===== config.mk =====
export PLATFORM = sky130hd
export DESIGN_NAME = bayer_ordered_dither
export DESIGN_NICKNAME = d
export VERILOG_FILES = /design/src/rtl/core/bod_pkg.sv /design/src/rtl/core/bod_position.sv /design/src/rtl/core/bod_quantise.sv /design/src/rtl/core/bayer_ordered_dither.sv
export SDC_FILE = /design/constraint.sdc
export NUM_CORES = 1
export LEC_CHECK = 0
export ABC_AREA = 1
export BUFFER_PORTS_ARGS = -buffer_cell sky130_fd_sc_hd__buf_2
export CORE_ASPECT_RATIO = 0.9
export CORE_MARGIN = 2
export CORE_UTILIZATION = 65
export CTS_CLUSTER_DIAMETER = 40
export DETAILED_ROUTE_END_ITERATION = 16
export PLACE_DENSITY_LB_ADDON = 0.25
export SYNTH_ARGS = -nofsm -noshare
export SYNTH_HDL_FRONTEND = slang
export SYNTH_SLANG_ARGS = --single-unit
export TNS_END_PERCENT = 30

===== constraint.sdc =====
create_clock -name clk -period 10.3 [get_ports clk]
set_clock_uncertainty 0.05 [all_clocks]
set_input_delay 0.515 -clock clk [delete_from_list [all_inputs] [get_ports clk]]
set_output_delay 0.515 -clock clk [all_outputs]
set_load 0.005 [all_outputs]

===== src/rtl/core/bod_pkg.sv =====
// shared constants, register indexes and helpers for the ordered dither block
`timescale 1ns / 1ps
`default_nettype none

package bod_pkg;

    // word field widths
    localparam int PIXEL_W      = 8;
    localparam int ORDER_W      = 2;
    localparam int LINE_W       = 13;
    localparam int CFG_DATA_W   = 13;
    localparam int CFG_INDEX_W  = 2;
    localparam int ROW_W        = 3;

    // parameter defaults
    localparam int DEF_MAX_LINE_WIDTH = 4096;
    localparam int DEF_MAX_ORDER_LOG2 = 3;

    // register indexes
    localparam logic [CFG_INDEX_W-1:0] CFG_ORDER_LOG2 = 2'd0;
    localparam logic [CFG_INDEX_W-1:0] CFG_LINE_WIDTH = 2'd1;
    localparam logic [CFG_INDEX_W-1:0] CFG_FOUR_LEVEL = 2'd2;

    // register reset values
    localparam logic [ORDER_W-1:0] RST_ORDER_LOG2 = 2'd2;
    localparam logic [LINE_W-1:0]  RST_LINE_WIDTH = 13'd512;
    localparam logic               RST_FOUR_LEVEL = 1'b0;

    // output grey levels
    localparam logic [PIXEL_W-1:0] LEVEL_0 = 8'd0;
    localparam logic [PIXEL_W-1:0] LEVEL_1 = 8'd85;
    localparam logic [PIXEL_W-1:0] LEVEL_2 = 8'd170;
    localparam logic [PIXEL_W-1:0] LEVEL_3 = 8'd255;

    // fixed point scale for the four level comparisons
    localparam int PROD_W = 18;
    localparam logic [PROD_W-1:0] SCALE_PIX = 18'd1000;
    localparam logic [PROD_W-1:0] SCALE_HI  = 18'd667;
    localparam logic [PROD_W-1:0] SCALE_LO  = 18'd333;

    // quadrant term of one bayer level
    function automatic logic [1:0] quad_term(input logic r, input logic c);
        logic [1:0] q;
        case ({r, c})
            2'b00:   q = 2'd1;
            2'b01:   q = 2'd2;
            2'b10:   q = 2'd3;
            default: q = 2'd0;
        endcase
        return q;
    endfunction

endpackage

`default_nettype wire


===== src/rtl/core/bod_position.sv =====
// raster position counters and bayer index lookup
`timescale 1ns / 1ps
`default_nettype none

module bod_position #(
    parameter int MAX_LINE_WIDTH = bod_pkg::DEF_MAX_LINE_WIDTH,
    parameter int MAX_ORDER_LOG2 = bod_pkg::DEF_MAX_ORDER_LOG2
) (
    input  wire logic                          clk,
    input  wire logic                          rst_n,
    input  wire logic                          advance,
    input  wire logic                          frame_start,
    input  wire logic [bod_pkg::ORDER_W-1:0]   order_log2,
    input  wire logic [bod_pkg::LINE_W-1:0]    line_width,
    output logic      [2*MAX_ORDER_LOG2-1:0]   bayer_idx,
    output logic      [bod_pkg::ORDER_W-1:0]   order_eff
);
    import bod_pkg::*;

    localparam int CW = $clog2(MAX_LINE_WIDTH);
    localparam int WW = (CW + 1 > LINE_W) ? CW + 1 : LINE_W;
    localparam int PW = (CW > MAX_ORDER_LOG2) ? CW : MAX_ORDER_LOG2;
    localparam int IW = 2 * MAX_ORDER_LOG2;

    logic [CW-1:0]    col_reg, col_next, col_cur;
    logic [ROW_W-1:0] row_reg, row_next, row_cur;
    logic [PW-1:0]    col_pad;
    logic [WW-1:0]    col_inc, width_eff;
    logic [IW-1:0]    idx;

    // frame start clears position before the pixel is used
    assign col_cur = frame_start ? '0 : col_reg;
    assign row_cur = frame_start ? '0 : row_reg;
    assign col_pad = PW'(col_cur);

    always_comb
    begin
        if (order_log2 == '0)
            order_eff = ORDER_W'(1);
        else if (int'(order_log2) > MAX_ORDER_LOG2)
            order_eff = ORDER_W'(MAX_ORDER_LOG2);
        else
            order_eff = order_log2;
    end

    // top position bit carries the lowest weight
    always_comb
    begin
        idx = '0;
        for (int k = 0; k < MAX_ORDER_LOG2; k++)
        begin
            if (k < int'(order_eff))
                idx = (idx << 2) | IW'(quad_term(row_cur[k], col_pad[k]));
        end
    end

    assign bayer_idx = idx;

    always_comb
    begin
        if (line_width == '0)
            width_eff = WW'(1);
        else if (WW'(line_width) > WW'(MAX_LINE_WIDTH))
            width_eff = WW'(MAX_LINE_WIDTH);
        else
            width_eff = WW'(line_width);
    end

    // wrap at or beyond the row end, also when the width shrank
    always_comb
    begin
        col_inc = WW'(col_cur) + WW'(1);
        if (col_inc >= width_eff)
        begin
            col_next = '0;
            row_next = row_cur + ROW_W'(1);
        end
        else
        begin
            col_next = col_inc[CW-1:0];
            row_next = row_cur;
        end
    end

    always_ff @(posedge clk or negedge rst_n)
    begin
        if (!rst_n)
        begin
            col_reg <= '0;
            row_reg <= '0;
        end
        else if (advance)
        begin
            col_reg <= col_next;
            row_reg <= row_next;
        end
    end

endmodule

`default_nettype wire


===== src/rtl/core/bod_quantise.sv =====
// threshold from bayer index and pixel quantisation
`timescale 1ns / 1ps
`default_nettype none

module bod_quantise #(
    parameter int MAX_ORDER_LOG2 = bod_pkg::DEF_MAX_ORDER_LOG2
) (
    input  wire logic [bod_pkg::PIXEL_W-1:0] pixel,
    input  wire logic [2*MAX_ORDER_LOG2-1:0] bayer_idx,
    input  wire logic [bod_pkg::ORDER_W-1:0] order_eff,
    input  wire logic                        four_level,
    output logic      [bod_pkg::PIXEL_W-1:0] halftone
);
    import bod_pkg::*;

    localparam int IW = 2 * MAX_ORDER_LOG2;
    localparam int NW = IW + 1 + PIXEL_W;

    logic [IW:0]          odd;
    logic [NW-1:0]        num;
    logic [ORDER_W:0]     shamt;
    logic [PIXEL_W-1:0]   thresh;
    logic [PROD_W-1:0]    pix_s, thr_hi, thr_lo;

    // t = floor(255*(2*idx+1) / 2^(2*order+1))
    assign odd    = {bayer_idx, 1'b1};
    assign num    = (NW'(odd) << PIXEL_W) - NW'(odd);
    assign shamt  = {order_eff, 1'b1};
    assign thresh = PIXEL_W'(num >> shamt);

    assign pix_s  = PROD_W'(pixel) * SCALE_PIX;
    assign thr_hi = PROD_W'(thresh) * SCALE_HI;
    assign thr_lo = PROD_W'(thresh) * SCALE_LO;

    always_comb
    begin
        if (pixel > thresh)
            halftone = LEVEL_3;
        else if (!four_level)
            halftone = LEVEL_0;
        else if (pix_s > thr_hi)
            halftone = LEVEL_2;
        else if (pix_s > thr_lo)
            halftone = LEVEL_1;
        else
            halftone = LEVEL_0;
    end

endmodule

`default_nettype wire


===== src/rtl/core/bayer_ordered_dither.sv =====
// top level of the bayer ordered dither block
//
// grey pixels enter on the input channel (in_valid, in_stall, pixel,
// frame_start) in raster order, one word per pixel; each gives exactly
// one word on the output channel (out_valid, out_stall, halftone)
// a word is taken at a rising edge with valid high and stall low
// frame_start on a word clears row and column before that pixel is used
// throughput: one word per cycle while the output is not stalled; the
// input register feeds the row and column counters, the bayer index
// and the threshold compare, all combinational, into the output register
// a stalled output holds its word; the input register still takes one
// more word, and in_stall rises only while both registers hold words
// reset clears both valid flags, the position counters and loads the
// register defaults: order 4x4, line width 512, two level output
// configuration goes through cfg_we, cfg_index, cfg_data; the user must
// write it only while idle, which the block itself does not enforce
`timescale 1ns / 1ps
`default_nettype none

module bayer_ordered_dither #(
    parameter int MAX_LINE_WIDTH = bod_pkg::DEF_MAX_LINE_WIDTH,
    parameter int MAX_ORDER_LOG2 = bod_pkg::DEF_MAX_ORDER_LOG2
) (
    input  wire logic                              clk,
    input  wire logic                              rst_n,
    input  wire logic                              cfg_we,
    input  wire logic [bod_pkg::CFG_INDEX_W-1:0]   cfg_index,
    input  wire logic [bod_pkg::CFG_DATA_W-1:0]    cfg_data,
    input  wire logic                              in_valid,
    output logic                                   in_stall,
    input  wire logic [bod_pkg::PIXEL_W-1:0]       pixel,
    input  wire logic                              frame_start,
    output logic                                   out_valid,
    input  wire logic                              out_stall,
    output logic      [bod_pkg::PIXEL_W-1:0]       halftone
);
    import bod_pkg::*;

    localparam int IW = 2 * MAX_ORDER_LOG2;

    // configuration registers
    logic [ORDER_W-1:0] order_reg, order_next;
    logic [LINE_W-1:0]  width_reg, width_next;
    logic               four_reg, four_next;

    // input register
    logic               in_vld_reg;
    logic [PIXEL_W-1:0] pix_reg;
    logic               fs_reg;

    // output register
    logic               out_vld_reg;
    logic [PIXEL_W-1:0] tone_reg;

    logic               out_free, in_free, advance;
    logic [IW-1:0]      bayer_idx;
    logic [ORDER_W-1:0] order_eff;
    logic [PIXEL_W-1:0] tone_next;

    // register writes, unknown index ignored
    always_comb
    begin
        order_next = order_reg;
        width_next = width_reg;
        four_next  = four_reg;
        if (cfg_we)
        begin
            case (cfg_index)
                CFG_ORDER_LOG2: order_next = cfg_data[ORDER_W-1:0];
                CFG_LINE_WIDTH: width_next = cfg_data[LINE_W-1:0];
                CFG_FOUR_LEVEL: four_next  = cfg_data[0];
                default:        ;
            endcase
        end
    end

    always_ff @(posedge clk or negedge rst_n)
    begin
        if (!rst_n)
        begin
            order_reg <= RST_ORDER_LOG2;
            width_reg <= RST_LINE_WIDTH;
            four_reg  <= RST_FOUR_LEVEL;
        end
        else
        begin
            order_reg <= order_next;
            width_reg <= width_next;
            four_reg  <= four_next;
        end
    end

    // handshake: output slot frees when empty or being taken
    assign out_free  = !out_vld_reg || !out_stall;
    assign in_free   = !in_vld_reg || out_free;
    assign advance   = in_vld_reg && out_free;
    assign in_stall  = !in_free;
    assign out_valid = out_vld_reg;
    assign halftone  = tone_reg;

    always_ff @(posedge clk or negedge rst_n)
    begin
        if (!rst_n)
            in_vld_reg <= 1'b0;
        else if (in_free)
            in_vld_reg <= in_valid;
    end

    always_ff @(posedge clk)
    begin
        if (in_free && in_valid)
        begin
            pix_reg <= pixel;
            fs_reg  <= frame_start;
        end
    end

    bod_position #(
        .MAX_LINE_WIDTH (MAX_LINE_WIDTH),
        .MAX_ORDER_LOG2 (MAX_ORDER_LOG2)
    ) u_position (
        .clk         (clk),
        .rst_n       (rst_n),
        .advance     (advance),
        .frame_start (fs_reg),
        .order_log2  (order_reg),
        .line_width  (width_reg),
        .bayer_idx   (bayer_idx),
        .order_eff   (order_eff)
    );

    bod_quantise #(
        .MAX_ORDER_LOG2 (MAX_ORDER_LOG2)
    ) u_quantise (
        .pixel      (pix_reg),
        .bayer_idx  (bayer_idx),
        .order_eff  (order_eff),
        .four_level (four_reg),
        .halftone   (tone_next)
    );

    always_ff @(posedge clk or negedge rst_n)
    begin
        if (!rst_n)
            out_vld_reg <= 1'b0;
        else if (out_free)
            out_vld_reg <= in_vld_reg;
    end

    always_ff @(posedge clk)
    begin
        if (advance)
            tone_reg <= tone_next;
    end

endmodule

`default_nettype wire


==> results.yml, run 1 <==
die:
  row_count: 35
  start_util: 0.672
  num_io_pins: 39
  die_h_um: 102
  dieArea_sq_um: 11500
  die_w_um: 113
  core_sq_um: 10300
run_status:
  status: "completed"
place:
  portBuffers: 38
  placed_cell_area_sq_um: 7240
  dp_hpwl_um: 13800
  gp_congestion: 0.946
  post-place-ws_ps: 4200
clocking:
  ctsHoldBuffers: 0
  cts.sinks: 44
  cts_tree: "done"
  cts_setup_buffers: 0
  clk_pin_slew_worst_paths_ps: 70
  cts.path.max_buffers: 2
  cts_root_buffer: "clkbuf_16"
  worstSkewPairLatency_ps: 300
  cts_made_buffers: 5
  ctsHtreeMaxLevel: 2
  cts.repair.resized: 0
yosys:
  ys_ff_latch: 44
  yosys_warnings: 0
  netlist_area_sq_um: 6940
  synth-seq-area-share: 0.167
  syn_avg_cell_area_sq_um: 8.22
  synth.distinct_cells: 44
  syn-instance-count: 844
sta:
  final.setup.tns_ps: 0
  setup_viol_count_final: 0
  hold_viol: 0
  period_minus_slack_ps: 6150
  hold_ws_ps: 240
  worstMarginPinSlew_ps: 815
  slew_viol_final: 0
  min_period_over_period: 0.597
  fin_ws_ps: 4150
  max-slew-margin-rel: 0.456
  rsz0062_at_grt: "no"
  fmax_ghz: 0.163
setup_path:
  end_kind: "flip-flop"
  crit_arrival_ps: 6150
  path_class: "reg -> reg"
  cp-start-kind: "flip-flop"
  critPathRequiredTime_ps: 10300
  crit_fanout: 9
detailed_routing:
  wl_um: 16400
  dr.pass1.iters: 6
  ant_nets: 0
  drc: 0
  drt_iter0_markers: 369
  wl_per_cell_um: 16.1
  vias: 5785
  viasPerCell: 5.71
global_routing:
  overflow: 0
  grt_pass1_wl_um: 26800
  antenna_found_initial: 0
  track_usage: 0.296
  grt_max_degree: 34
  grt_pass1_vias: 5711
cells_and_area:
  fin_area_sq_um: 7400
  antennaDiodeCount: 0
  finalNetCount: 1111
  syn2layout_area_growth_pct: 6.69
  drive_gt1_frac: 0.0859
  fill_cells: 808
  largest_reg_flops: 13
hold_path:
  min_path_type: "in -> async"
run:
  maxCapViolations: 0
==> path summary, 6_finish.rpt <==
check,from,endpoint,slack [ps],cells after the start
worst max-delay path,fs_reg,halftone[6],4150,24
worst min-delay path,rst_n,u_position.row_reg[0],240,1
worst max register to register,fs_reg,halftone[6],4150,24
worst min register to register,in_vld_reg,out_valid,450,2
max in group asynchronous,rst_n,width_reg[1],9480,1
min in group clk,pixel[5],pix_reg[5],340,1
==> area by class of cell <==
cell class	instances	area, sq um	share of cell area
inverter	155	587	0.0792
timing repair buffer	38	190	0.0257
clock inverter	2	16.3	0.00220
multi-input combinational	640	5140	0.694
tap	129	161	0.0218
clock buffer	6	150	0.0203
sequential	44	1160	0.156
==> logic make-up (layout without fill, tap and decap cells) <==
group | count (synthesis) | after routing | synth area share
AO/OA/AOI/OAI | 114 | 114 | 0.0889
XOR/XNOR | 43 | 43 | 0.0553
adder cells (fa/ha/maj) | 198 | 198 | 0.405
buffers and inverters | 167 | 201 | 0.0961
flip-flops | 44 | 44 | 0.167
multiplexers | 10 | 10 | 0.0162
other | 2 | 9 | 0.00108
AND/OR/NAND/NOR | 266 | 266 | 0.171
==> synthesized netlist by cell type, drive strengths merged <==
library cell	number	share of area
inv	155	0.085
ha	154	0.28
nand2	153	0.085
a21oi	55	0.040
nor2	49	0.034
fa	44	0.13
o21ai	40	0.030
nand3	37	0.028
dfrtp	31	0.11
xor2	31	0.040
xnor2	12	0.015
edfxtp	11	0.048
buf	10	0.010
mux2	10	0.016
nand4	10	0.0090
nor3	10	0.0088
o22ai	7	0.0063
a21o	4	0.0043
nor4	4	0.0036
o21bai	3	0.0032
a21boi	2	0.0022
clkbuf	2	0.0011
conb	2	0.0011
dfstp	2	0.0076
nand3b	2	0.0022
a31oi	1	0.00090
and3	1	0.00090
o2111ai	1	0.0013
o31ai	1	0.0011
==> cells in the final DEF (no fill, tap or decap), drive strengths merged, types with 12 or more instances in the layout <==
master,instances
buf,38
fa,44
nand2,153
xor2,31
nor2,49
nand3,37
dfrtp,31
inv,156
o21ai,40
xnor2,12
ha,154
a21oi,55
==> through the flow <==
| stage | util | cells |
|---|---|---|
| 2_1_floorplan | - | 851 |
| 3_3_place_gp | 0.700 | 1006 |
| 3_5_place_dp | 0.700 | 1006 |
| 4_1_cts | 0.716 | 1014 |
| 5_1_grt | 0.716 | 1014 |
| 6_report | 0.716 | 1014 |
==> routing by layer <==
layer	share of wire	vias up	wire [um]	GRT usage
met2	0.47	184	7750	0.507
li1	-	2830	-	-
met1	0.45	2741	7400	0.405
met3	0.057	30	926	0.0433
met5	0	-	0	0
met4	0.017	0	275	0.0629
==> worst max-delay path, stage by stage, from the launching register on <==
cell	delay, ps
edfxtp_1	680
nor2_4	320
inv_2	110
o21ai_0	400
ha_1	370
fa_1	550
inv_1	50
fa_1	490
inv_1	50
fa_1	450
ha_1	370
a21oi_1	190
o21ai_0	150
nand2_1	90
nand3_1	170
a21oi_1	210
xor2_1	90
ha_1	320
nand4_1	120
nor2_1	250
nand2_1	90
nand3_1	90
a21boi_0	100
nand2_1	70
nand2_1	40
Power of run 1 is not shown: default switching activity piles up to over one toggle a cycle in this logic, so the estimate is an artifact.
==> run 2, diff against run 1 <==
--- a/config.mk
+++ b/config.mk
@@ -9,7 +9,7 @@
 export BUFFER_PORTS_ARGS = -buffer_cell sky130_fd_sc_hd__buf_2
 export CORE_ASPECT_RATIO = 0.9
 export CORE_MARGIN = 2
-export CORE_UTILIZATION = 65
+export CORE_UTILIZATION = 58
 export CTS_CLUSTER_DIAMETER = 40
 export DETAILED_ROUTE_END_ITERATION = 16
 export PLACE_DENSITY_LB_ADDON = 0.25
==> constraint.sdc (replaced) <==
create_clock -name clk -period 5.4 [get_ports clk]
set_clock_uncertainty 0.05 [all_clocks]
set_input_delay 0.27 -clock clk [delete_from_list [all_inputs] [get_ports clk]]
set_output_delay 0.27 -clock clk [all_outputs]
set_load 0.005 [all_outputs]
==> run 2 against run 1 <==
The run now ends with negative hold slack left. Final area grew 7.4%. Fmax grew 17%. First-iteration DRC count shrank 0.81%. Highest routed layer unchanged.
==> results.yml, run 2 (synthesized netlist as in run 1, its figures left out) <==
clocking:
  clk_pin_slew_worst_paths_ps: 60
  worstSkewPairLatency_ps: 280
  cts_made_buffers: 5
  ctsHoldBuffers: 0
  cts_tree: "done"
  ctsHtreeMaxLevel: 2
  cts.sinks: 44
  cts_root_buffer: "clkbuf_16"
  cts.path.max_buffers: 2
detailed_routing:
  viasPerCell: 5.34
  dr.pass1.iters: 5
  vias: 5762
  wl_per_cell_um: 14.7
  drc: 0
  wl_um: 15900
  drt_iter0_markers: 366
  ant_nets: 0
cells_and_area:
  syn2layout_area_growth_pct: 14.5
  drive_gt1_frac: 0.174
  final_common_cell: "ha_1"
  largest_reg_flops: 13
  antennaDiodeCount: 0
  fill_cells: 970
  fin_area_sq_um: 7950
  finalNetCount: 1150
  layout_common_cells: "148 x ha_1, 145 x inv_1, 145 x nand2_1"
run:
  maxCapViolations: 0
global_routing:
  grt_use_met1: 0.370
  busiest_layer: "met2"
  met2_usage: 0.420
  track_usage: 0.252
  grt_max_degree: 34
  grt_pass1_vias: 5610
  antenna_found_initial: 0
  grt_pass1_wl_um: 26000
  overflow: 0
  met3_usage: 0.0318
setup_path:
  slowest_delay_ps: 530
  critPathLaunch: "fs_reg"
  path_class: "reg -> reg"
  slowest_stage: "fa_1"
  rr_worst_depth: 28
  reg2reg_from: "fs_reg"
  critPathRequiredTime_ps: 5380
  crit_fanout: 5
  cp-start-kind: "flip-flop"
  r2r_slack_ps: 160
  crit_arrival_ps: 5220
  crit_path_end: "halftone[5]"
  end_kind: "flip-flop"
  timing.rr.end: "halftone[5]"
die:
  num_io_pins: 39
  dieArea_sq_um: 12900
  core_sq_um: 11600
  die_w_um: 119
  die_h_um: 108
  start_util: 0.600
  row_count: 37
sta:
  slew_viol_final: 0
  period_minus_slack_ps: 5240
  setup_viol_count_final: 0
  fin_ws_ps: 156
  hold_ws_ps: -10.4
  fmax_ghz: 0.191
  hold_viol: 10
  worstMarginPinSlew_ps: 846
  min_period_over_period: 0.971
  final.setup.tns_ps: 0
  rsz0062_at_grt: "yes"
  max-slew-margin-rel: 0.435
run_status:
  violations: "negative hold slack"
  status: "finished, violations left"
hold_path:
  min_path_type: "in -> async"
place:
  placed_cell_area_sq_um: 7510
  portBuffers: 38
  post-place-ws_ps: -120
  gp_congestion: 0.915
  dp_hpwl_um: 13200
## run 2: cell count changes in the layout (fill, tap and decap cells not counted), sizes merged
| cell | before | now |
|---|---|---|
| clkinv | 0 | 1 |
| buf | 38 | 77 |
| clkinvlp | 1 | 0 |
| inv | 156 | 155 |
| bufinv | 0 | 1 |
## run 2: metrics by stage
step	utilization	cells
floorplan	-	851
global placement	0.649	1065
detailed placement	0.649	1065
CTS	0.668	1075
global route	0.687	1080
finish	0.687	1080
## run 2: metal layers
layer / wire length, um / part of all wire / up-vias
li1: - / - / 2910
met1: 7650 / 0.48 / 2726
met2: 7410 / 0.47 / 122
met3: 762 / 0.048 / 4
met4: 34 / 0.0021 / 0
met5: 0 / 0 / -
## run 2: critical path: cells and delay by family, from the launching register on
family / cells / cell delay [ps]
compound gates: 3 / 440
xor+xnor: 1 / 160
fa+ha+maj: 6 / 2110
buf+inv: 8 / 830
flops: 1 / 390
simple gates: 10 / 1020
## run 2: timing repair
item                       in CTS  in global routing
pin swaps                       1                 27
gates cloned                    0                  0
setup endpoints to repair       2                  2
gates resized for setup         7                 51
buffers inserted                2                  5
## run 2: how the worst min path moves through the flow
stage	endpoint	depth (start not counted)	slack (ps)
floorplan	four_reg	0	-80
global placement	u_position.col_reg[9]	1	320
detailed placement	u_position.col_reg[9]	1	320
CTS	u_position.col_reg[9]	1	20
global route	u_position.col_reg[9]	1	50
finish	u_position.col_reg[9]	1	-10
## run 2: layout make-up
cell class / instances / area, sq um / share of cell area
repair buffers: 77 / 487 / 0.0612
multi-input cells: 640 / 5350 / 0.672
well taps: 156 / 195 / 0.0246
clock inverters: 2 / 38.8 / 0.00488
inverters: 155 / 587 / 0.0738
clock buffers: 6 / 139 / 0.0175
flip-flops and latches: 44 / 1160 / 0.146
Power of run 2 is left out for the same reason.
==> run 3, diff against run 2 <==
--- a/config.mk
+++ b/config.mk
@@ -12,7 +12,7 @@
 export CORE_UTILIZATION = 58
 export CTS_CLUSTER_DIAMETER = 40
 export DETAILED_ROUTE_END_ITERATION = 16
-export PLACE_DENSITY_LB_ADDON = 0.25
+export PLACE_DENSITY = 0.86
 export SYNTH_ARGS = -nofsm -noshare
 export SYNTH_HDL_FRONTEND = slang
 export SYNTH_SLANG_ARGS = --single-unit
==> run 3 against run 2 <==
The flow still finishes with violations (negative hold slack). Worst setup slack worse by 45 ps. Final area grew 1.9%. Wire length up 8.9%. Critical endpoint is now halftone[6]. Highest routed layer unchanged.
==> results.yml, run 3 (synthesized netlist as in run 1, its figures left out) <==
global_routing:
  overflow: 0
  grt_pass1_vias: 5851
  grt_pass1_wl_um: 26900
  track_usage: 0.259
  grt_max_degree: 34
  antenna_found_initial: 0
cells_and_area:
  final_common_cell: "inv_1"
  finalNetCount: 1156
  antennaDiodeCount: 0
  drive_gt1_frac: 0.198
  final_cells: 1086
  syn2layout_area_growth_pct: 16.8
  fill_cells: 833
  layout_common_cells: "146 x inv_1, 145 x ha_1, 144 x nand2_1"
  fin_area_sq_um: 8100
  largest_reg_flops: 13
sta:
  fmax_ghz: 0.189
  hold_ws_ps: -5.89
  worstMarginPinSlew_ps: 821
  max-slew-margin-rel: 0.452
  period_minus_slack_ps: 5290
  fin_ws_ps: 111
  rsz0062_at_grt: "yes"
  slew_viol_final: 0
  setup_viol_count_final: 0
  min_period_over_period: 0.979
  final.setup.tns_ps: 0
  hold_viol: 14
place:
  dp_hpwl_um: 13300
  placedCellCount: 1063
  placed_cell_area_sq_um: 7500
  post-place-ws_ps: -172
  portBuffers: 38
  gp_congestion: 0.978
die:
  row_count: 37
  start_util: 0.600
  num_io_pins: 39
  die_w_um: 119
  core_sq_um: 11600
  dieArea_sq_um: 12900
  die_h_um: 108
detailed_routing:
  drc: 0
  ant_nets: 0
  wl_um: 17300
  drt_iter0_markers: 341
  dr.pass1.iters: 5
  vias: 6074
  viasPerCell: 5.59
  wl_per_cell_um: 15.9
setup_path:
  cp_common_cell: "nand2_1"
  r2r_slack_ps: 110
  critical-path-top-delay-family: "adder cells"
  critPathRequiredTime_ps: 5390
  crit_arrival_ps: 5280
  critical_path_buf_inv_count: 5
  slowest_stage: "fa_1"
  path_class: "reg -> reg"
  crit_fanout: 4
  rr_worst_depth: 28
  slowest_delay_ps: 520
  path_depth: 28
  timing.rr.end: "halftone[6]"
  end_kind: "flip-flop"
  reg2reg_from: "u_position.col_reg[1]"
  cp-start-kind: "flip-flop"
clocking:
  cts.path.max_buffers: 2
  ctsHoldBuffers: 0
  worstSkewPairLatency_ps: 290
  cts_made_buffers: 5
  cts_tree: "done"
  clk_pin_slew_worst_paths_ps: 70
  cts.sinks: 44
  ctsHtreeMaxLevel: 2
  cts_root_buffer: "clkbuf_16"
run_status:
  violations: "negative hold slack"
  status: "finished, violations left"
hold_path:
  min_path_type: "in -> async"
run:
  maxCapViolations: 0
-- run 3: what timing repair did --
action | 4_1_cts | 5_1_grt
hold endpoints to repair | 0 | 0
gates resized for setup | 17 | 72
setup buffers | 2 | 13
setup endpoints to repair | 2 | 2
pin swaps | 5 | 45
gates cloned | 0 | 0
-- run 3: worst register-to-register path: cells and delay by family (launching register included) --
kind,cells,cell delay (ps)
flip-flops,1,450
AO/OA/AOI/OAI,4,450
buffers and inverters,5,530
XOR/XNOR,1,100
adder cells (fa/ha/maj),6,2210
AND/OR/NAND/NOR,12,1280
-- run 3: worst max-delay path by stage --
| stage | end | slack (ps) | from |
|---|---|---|---|
| 2_1_floorplan | halftone[6] | 120 | fs_reg |
| 3_3_place_gp | halftone[6] | -20 | fs_reg |
| 3_5_place_dp | halftone[6] | -170 | fs_reg |
| 4_1_cts | halftone[6] | 8 | fs_reg |
| 5_1_grt | halftone[6] | -90 | pix_reg[1] |
| 6_report | halftone[6] | 110 | u_position.col_reg[1] |
-- run 3: routing by layer --
layer	wire length, um	vias up	track usage	share of wire
met3	1160	35	0.0519	0.067
met5	0	-	0	0
met1	7540	2896	0.353	0.44
li1	-	2925	-	-
met4	276	0	0.0462	0.016
met2	8300	218	0.435	0.48
-- run 3: through the flow --
stage / utilization / hold slack (ps)
CTS: 0.667 / 26.1
global placement: 0.648 / 317
finish: 0.700 / -5.89
detailed placement: 0.648 / 320
floorplan: - / -75.6
global route: 0.700 / 54.9
-- run 3: cell type report --
type | instances | area, sq um | area share
tap | 156 | 195 | 0.0241
clock inverter | 2 | 11.3 | 0.00139
sequential | 44 | 1160 | 0.143
multi-input combinational | 640 | 5490 | 0.677
inverter | 155 | 587 | 0.0724
timing repair buffer | 83 | 536 | 0.0661
clock buffer | 6 | 129 | 0.0159
Power of run 3 is left out for the same reason.
